<file path="config.mk">
export PLATFORM = sky130hd
export DESIGN_NAME = gts_ctrl
export DESIGN_NICKNAME = d
export VERILOG_FILES = /design/src/rtl/gts_pkg.sv /design/src/rtl/gts_ctrl.sv
export SDC_FILE = /design/constraint.sdc
export NUM_CORES = 1
export LEC_CHECK = 0
export BUFFER_PORTS_ARGS = -buffer_cell sky130_fd_sc_hd__clkbuf_2
export CAP_MARGIN = 20
export CORE_ASPECT_RATIO = 1.25
export CORE_UTILIZATION = 54
export DETAILED_ROUTE_END_ITERATION = 8
export HOLD_SLACK_MARGIN = 0.02
export PLACE_DENSITY = 0.87
export SLEW_MARGIN = 0
export SYNTH_ARGS = -nofsm -noshare
export SYNTH_HDL_FRONTEND = slang
export SYNTH_SLANG_ARGS = --single-unit
</file>
<file path="constraint.sdc">
create_clock -name clk -period 2.2 [get_ports clk]
set_input_delay 0.11 -clock clk [delete_from_list [all_inputs] [get_ports clk]]
set_output_delay 0.11 -clock clk [all_outputs]
set_load 0.02 [all_outputs]
</file>
<file path="src/rtl/gts_pkg.sv">
package gts_pkg;

  typedef struct packed {
    logic        op;
    logic [31:0] time_draw;
    logic [31:0] choice_draw;
  } step_in_t;

  typedef struct packed {
    logic [31:0] sim_time;
    logic [15:0] count_a;
    logic [15:0] count_b;
    logic [1:0]  event_res;
    logic        finished;
  } step_out_t;

  localparam logic [2:0] REG_INIT_A = 3'd0;
  localparam logic [2:0] REG_INIT_B = 3'd1;
  localparam logic [2:0] REG_RATE_AB = 3'd2;
  localparam logic [2:0] REG_RATE_BA = 3'd3;
  localparam logic [2:0] REG_STOP = 3'd4;

  localparam logic [1:0] EV_A_TO_B = 2'd0;
  localparam logic [1:0] EV_B_TO_A = 2'd1;
  localparam logic [1:0] EV_NONE = 2'd2;

  localparam logic [31:0] LN2_Q32 = 32'd2977044472;
  localparam int LOG_FRAC = 24;

  // Commands from controller to datapath
  typedef struct packed {
    logic load;      // capture item, compute propensities
    logic restart;   // reload counts
    logic halt;      // end run without advancing
    logic norm;      // normalise draw (one shift step)
    logic sq;        // one squaring step
    logic lnmul;     // latch log2 term for the ln 2 product
    logic div_init;  // start division
    logic div_step;  // one quotient bit
    logic advance;   // add time, test stop
    logic choose;    // choice product
    logic fire;      // move a molecule
    logic publish;   // load output register
  } dp_cmd_t;

  typedef struct packed {
    logic op;
    logic run_over;
    logic end_now;
    logic norm_done;
    logic past_stop;
  } dp_stat_t;

endpackage

</file>
<file path="src/rtl/gts_ctrl.sv">
module gts_ctrl #(
  parameter int TIME_FRAC_BITS = 16
) (
  input  logic              clk,
  input  logic              rst,
  input  logic              in_valid,
  output logic              in_ready,
  output logic              out_valid,
  input  logic              out_ready,
  output gts_pkg::dp_cmd_t  cmd,
  input  gts_pkg::dp_stat_t stat
);
  import gts_pkg::*;

  localparam int DIVN = 32 + TIME_FRAC_BITS;

  typedef enum logic [10:0] {
    S_IDLE  = 11'b00000000001,
    S_DEC   = 11'b00000000010,
    S_NORM  = 11'b00000000100,
    S_SQ    = 11'b00000001000,
    S_LN    = 11'b00000010000,
    S_DINIT = 11'b00000100000,
    S_DIV   = 11'b00001000000,
    S_ADV   = 11'b00010000000,
    S_CHO   = 11'b00100000000,
    S_FIRE  = 11'b01000000000,
    S_PUB   = 11'b10000000000
  } state_t;

  state_t state, state_next;
  logic [5:0] cnt, cnt_next;

  assign in_ready = (state == S_IDLE) && !out_valid;

  always_comb begin
    cmd = '0;
    state_next = state;
    cnt_next = cnt;
    unique case (state)
      S_IDLE: begin
        if (in_valid && in_ready) begin
          cmd.load = 1'b1;
          state_next = S_DEC;
        end
      end
      S_DEC: begin
        if (stat.op) begin
          cmd.restart = 1'b1;
          state_next = S_PUB;
        end else if (stat.run_over) begin
          state_next = S_PUB;
        end else if (stat.end_now) begin
          cmd.halt = 1'b1;
          state_next = S_PUB;
        end else begin
          state_next = S_NORM;
        end
      end
      S_NORM: begin
        cmd.norm = 1'b1;
        cnt_next = '0;
        if (stat.norm_done) state_next = S_SQ;
      end
      S_SQ: begin
        cmd.sq = 1'b1;
        cnt_next = cnt + 6'd1;
        if (cnt == 6'(LOG_FRAC - 1)) state_next = S_LN;
      end
      S_LN: begin
        cmd.lnmul = 1'b1;
        state_next = S_DINIT;
      end
      S_DINIT: begin
        cmd.div_init = 1'b1;
        cnt_next = '0;
        state_next = S_DIV;
      end
      S_DIV: begin
        cmd.div_step = 1'b1;
        cnt_next = cnt + 6'd1;
        if (cnt == 6'(DIVN - 1)) state_next = S_ADV;
      end
      S_ADV: begin
        cmd.advance = 1'b1;
        state_next = stat.past_stop ? S_PUB : S_CHO;
      end
      S_CHO: begin
        cmd.choose = 1'b1;
        state_next = S_FIRE;
      end
      S_FIRE: begin
        cmd.fire = 1'b1;
        state_next = S_PUB;
      end
      S_PUB: begin
        cmd.publish = 1'b1;
        state_next = S_IDLE;
      end
      default: state_next = S_IDLE;
    endcase
  end

  always_ff @(posedge clk) begin
    if (rst) begin
      state <= S_IDLE;
      cnt <= '0;
      out_valid <= 1'b0;
    end else begin
      state <= state_next;
      cnt <= cnt_next;
      if (state == S_PUB) out_valid <= 1'b1;
      else if (out_ready) out_valid <= 1'b0;
    end
  end

endmodule
</file>
==> summary.txt <==
PwrDens - 485 nW/um2
Post-synth net total - 144
Row count - 18
Postcts setup bufs - 0
Port bufs - 22
Post-synthesis adder-cell area fraction - 1.06%
Seq cells post-synth - 18
Total Power - 629 uW
Post-DP HPWL - 2.03 mm
Multi-input logic area - 738 um2
First-pass GRT wire length - 4.62 mm
RePlAce Congestion - 0.835
Sequential Area - 362 um2
Largest net degree at the start of global routing - 15
Worst setup margin - 0.113 ns
Fill cell total of the finished layout - 179
Drt pass-1 iters - 6
Worst Hold Depth - 3
Worst skew pair latency - 0.29 ns
Initial antenna violation count - 0
Top Family by Delay on Critical Path - simple AND/OR/NAND/NOR gates
Average routed wire per standard cell - 15.8 um
Max-cap check violation count - 0
Largest family of logic cells by synthesized area - simple AND/OR/NAND/NOR gates
Worst Skew - 0.00364 ns
Ys flop type - dfxtp_1
Worst min path class - in2reg
Die Y - 54.3 um
Unrepaired setup endpoints after global routing - no
Req. time, crit path - 2.09 ns
Setup TNS Final - 0 ns
Asr flop ratio synth - 0%
Final Util - 64.0%
Clock Tree Buf Depth - 2
Worst Path Class, Setup - reg2out
Crit path time final - 2.09 ns
Diode count - 0
Synth Area in Compound Gates - 12.1%
Remaining Overflow, GRT - 0
Failing checks - design-rule violations
Mux cell area share after synthesis - 0%
Area post-placement - 1240 um2
Number of global-route vias before repair - 1,057
Worst Path Max Fanout - 10
Post-synthesis xor/xnor area fraction - 2.97%
Outcome - finished, violations left
Slew HR - 68.5%
Max-slew violations - 0
CTS tree - yes
Worst path cell trace - or4_4 -> nor2_1 -> and4b_2 -> clkbuf_2
CTS Sinks - 18
Avg Inst Size Synth - 8.81 um2
Final Cycle Share - 94.9%
Final Hold Viols - 0
Die area - 2380 um2
Number of enable flip-flop cells after synthesis - 0
Leak - 0.000497 uW
Slowest CP cell - or4_4
Worst IR Drop VDD - 364 uV
DRC Markers - 2
Worst Setup End Kind - primary output
Reg2reg path depth - 4
Starting Density - 58.3%
Vias per Instance - 6.24
Ports - 23
Synth Cell Area - 1180 um2
Worst-Margin Slew - 0.470 ns
Clock-pin slew on the worst setup and hold paths - 0.10 ns
Worst setup SP type - register
Fraction of layout cells with a size suffix above 1 - 29.2%
WL final - 2.74 mm
Reg2reg setup slack - 0.35 ns
FMAX - 0.479 GHz
Crit path buf inv count - 1
Number of distinct library cells after synthesis - 43
Final setup viols - 0
Total core area - 2030 um2
Critical path depth - 4
Syn Inst Count - 134
Post-Synth Simple-Gate Area - 46.1%
CTS buffer count - 3
Die width - 43.8 um
Worst Path Arrival - 1.98 ns
Placement-stage worst setup slack - 0.357 ns
Sequential fraction of the synthesis area - 30.5%
Syn-to-layout area delta - 9.75%
Via count - 1,086
Worst stage delay on the critical path - 0.64 ns
All-Layer GR Usage - 26.3%
Antenna viol nets, final - 0
H-tree Lvls - 1
Layout Nets - 165
DRT iter0 DRCs - 26
Post-Layout Inst Area - 1300 um2
Yosys warning count - 0
Clock Root Buffer - clkbuf_4
-- cell usage in the layout, fill, tap and decap left out, types with 2 or more instances in the layout --
cell       n
and3_1     2
nand2b_1   7
nor4b_1    7
a31oi_1    2
nor4_2     2
a21oi_1    6
a211oi_1   2
clkbuf_2  22
nor3b_1    3
inv_1      2
nor2_1    17
nor4_4     3
or2_2      2
and2_1     4
or4_4      2
o21a_1     3
a22oi_1    2
dfxtp_1   17
nand2_1    4
o21ai_0    6
clkbuf_4   3
xor2_1     3
nand4_1    2
and4b_2    2
nand3_1    6
nor3_1     5
-- path summary, 6_finish.rpt --
path / from / to
worst max-delay path: state[1] / cmd[6]
worst min-delay path: stat[1] / state[3]
worst max register to register: state[1] / state[0]
worst min register to register: cnt[1] / cnt[1]
-- area by class of cell --
class | instances | area share (%)
sequential | 18 | 27.9
inverter | 2 | 0.579
timing repair buffer | 24 | 9.85
tap | 20 | 1.93
multi-input combinational | 106 | 56.9
clock buffer | 4 | 2.80
-- logic make-up (layout without fill, tap and decap cells) --
family | count (synthesis) | after routing
XOR/XNOR | 4 | 4
buffers and inverters | 10 | 30
AND/OR/NAND/NOR | 78 | 78
adder cells (fa/ha/maj) | 1 | 1
flip-flops | 18 | 18
AO/OA/AOI/OAI | 23 | 23
-- Yosys cell counts, drive strengths merged (2+ instances only) --
library cell / instances / area, um2
nor3b: 3 / 22.5
nor3: 6 / 35.0
nand2b: 7 / 43.8
inv: 2 / 7.51
dfxtp: 18 / 360
a22oi: 2 / 15.0
clkbuf: 4 / 40.0
or2: 2 / 12.5
nand4: 2 / 12.5
and2: 4 / 25.0
or2b: 2 / 16.3
or4: 2 / 22.5
and4b: 2 / 22.5
o21ai: 6 / 30.0
o21a: 3 / 22.5
nand3: 6 / 30.0
nor2: 17 / 63.8
a31oi: 2 / 12.5
and3: 2 / 12.5
nor4b: 7 / 61.3
nor4: 6 / 95.1
nand2: 4 / 15.0
xor2: 3 / 26.3
a211oi: 2 / 15.0
buf: 4 / 38.8
a21oi: 6 / 30.0
-- metal layers --
metal	wire [um]	part of all wire [%]	track usage, %	vias up
li1	-	-	-	539
met1	1130	41	29.7	512
met2	1460	53	48.8	25
met3	77	2.8	2.97	10
met4	82	3.0	13.0	0
met5	0	0	0	-
-- registers in the layout, indices dropped and copies added, names as in the netlist --
| name | count |
|---|---|
| state | 11 |
| cnt | 6 |
| out_valid | 1 |
-- stage by stage --
| step | cells | hold slack (ns) |
|---|---|---|
| finish | 174 | 0.0793 |
| global route | 174 | 0.113 |
| CTS | 174 | 0.0747 |
| detailed placement | 169 | 0.294 |
| global placement | 169 | 0.293 |
| floorplan | 134 | 0.182 |
-- worst min-delay path: cells and delay by family --
family / cells / cell delay [ns]
buf+inv: 1 / 0.09
simple gates: 1 / 0.08
compound gates: 1 / 0.07
-- report_power, final --
group / internal (uW) / switching, uW / leakage, uW
Clock: 101 / 103 / 0.0000210
Sequential: 330 / 10.2 / 0.000146
Combinational: 34.7 / 49.7 / 0.000330
-- timing repair --
| item | in CTS | in global routing |
|---|---|---|
| gates resized for setup | 0 | 2 |
| setup endpoints to repair | 0 | 2 |
| hold buffers | 1 | 0 |
| endpoints found under the hold margin | 1 | 0 |
(Power assumes the default switching activity.)
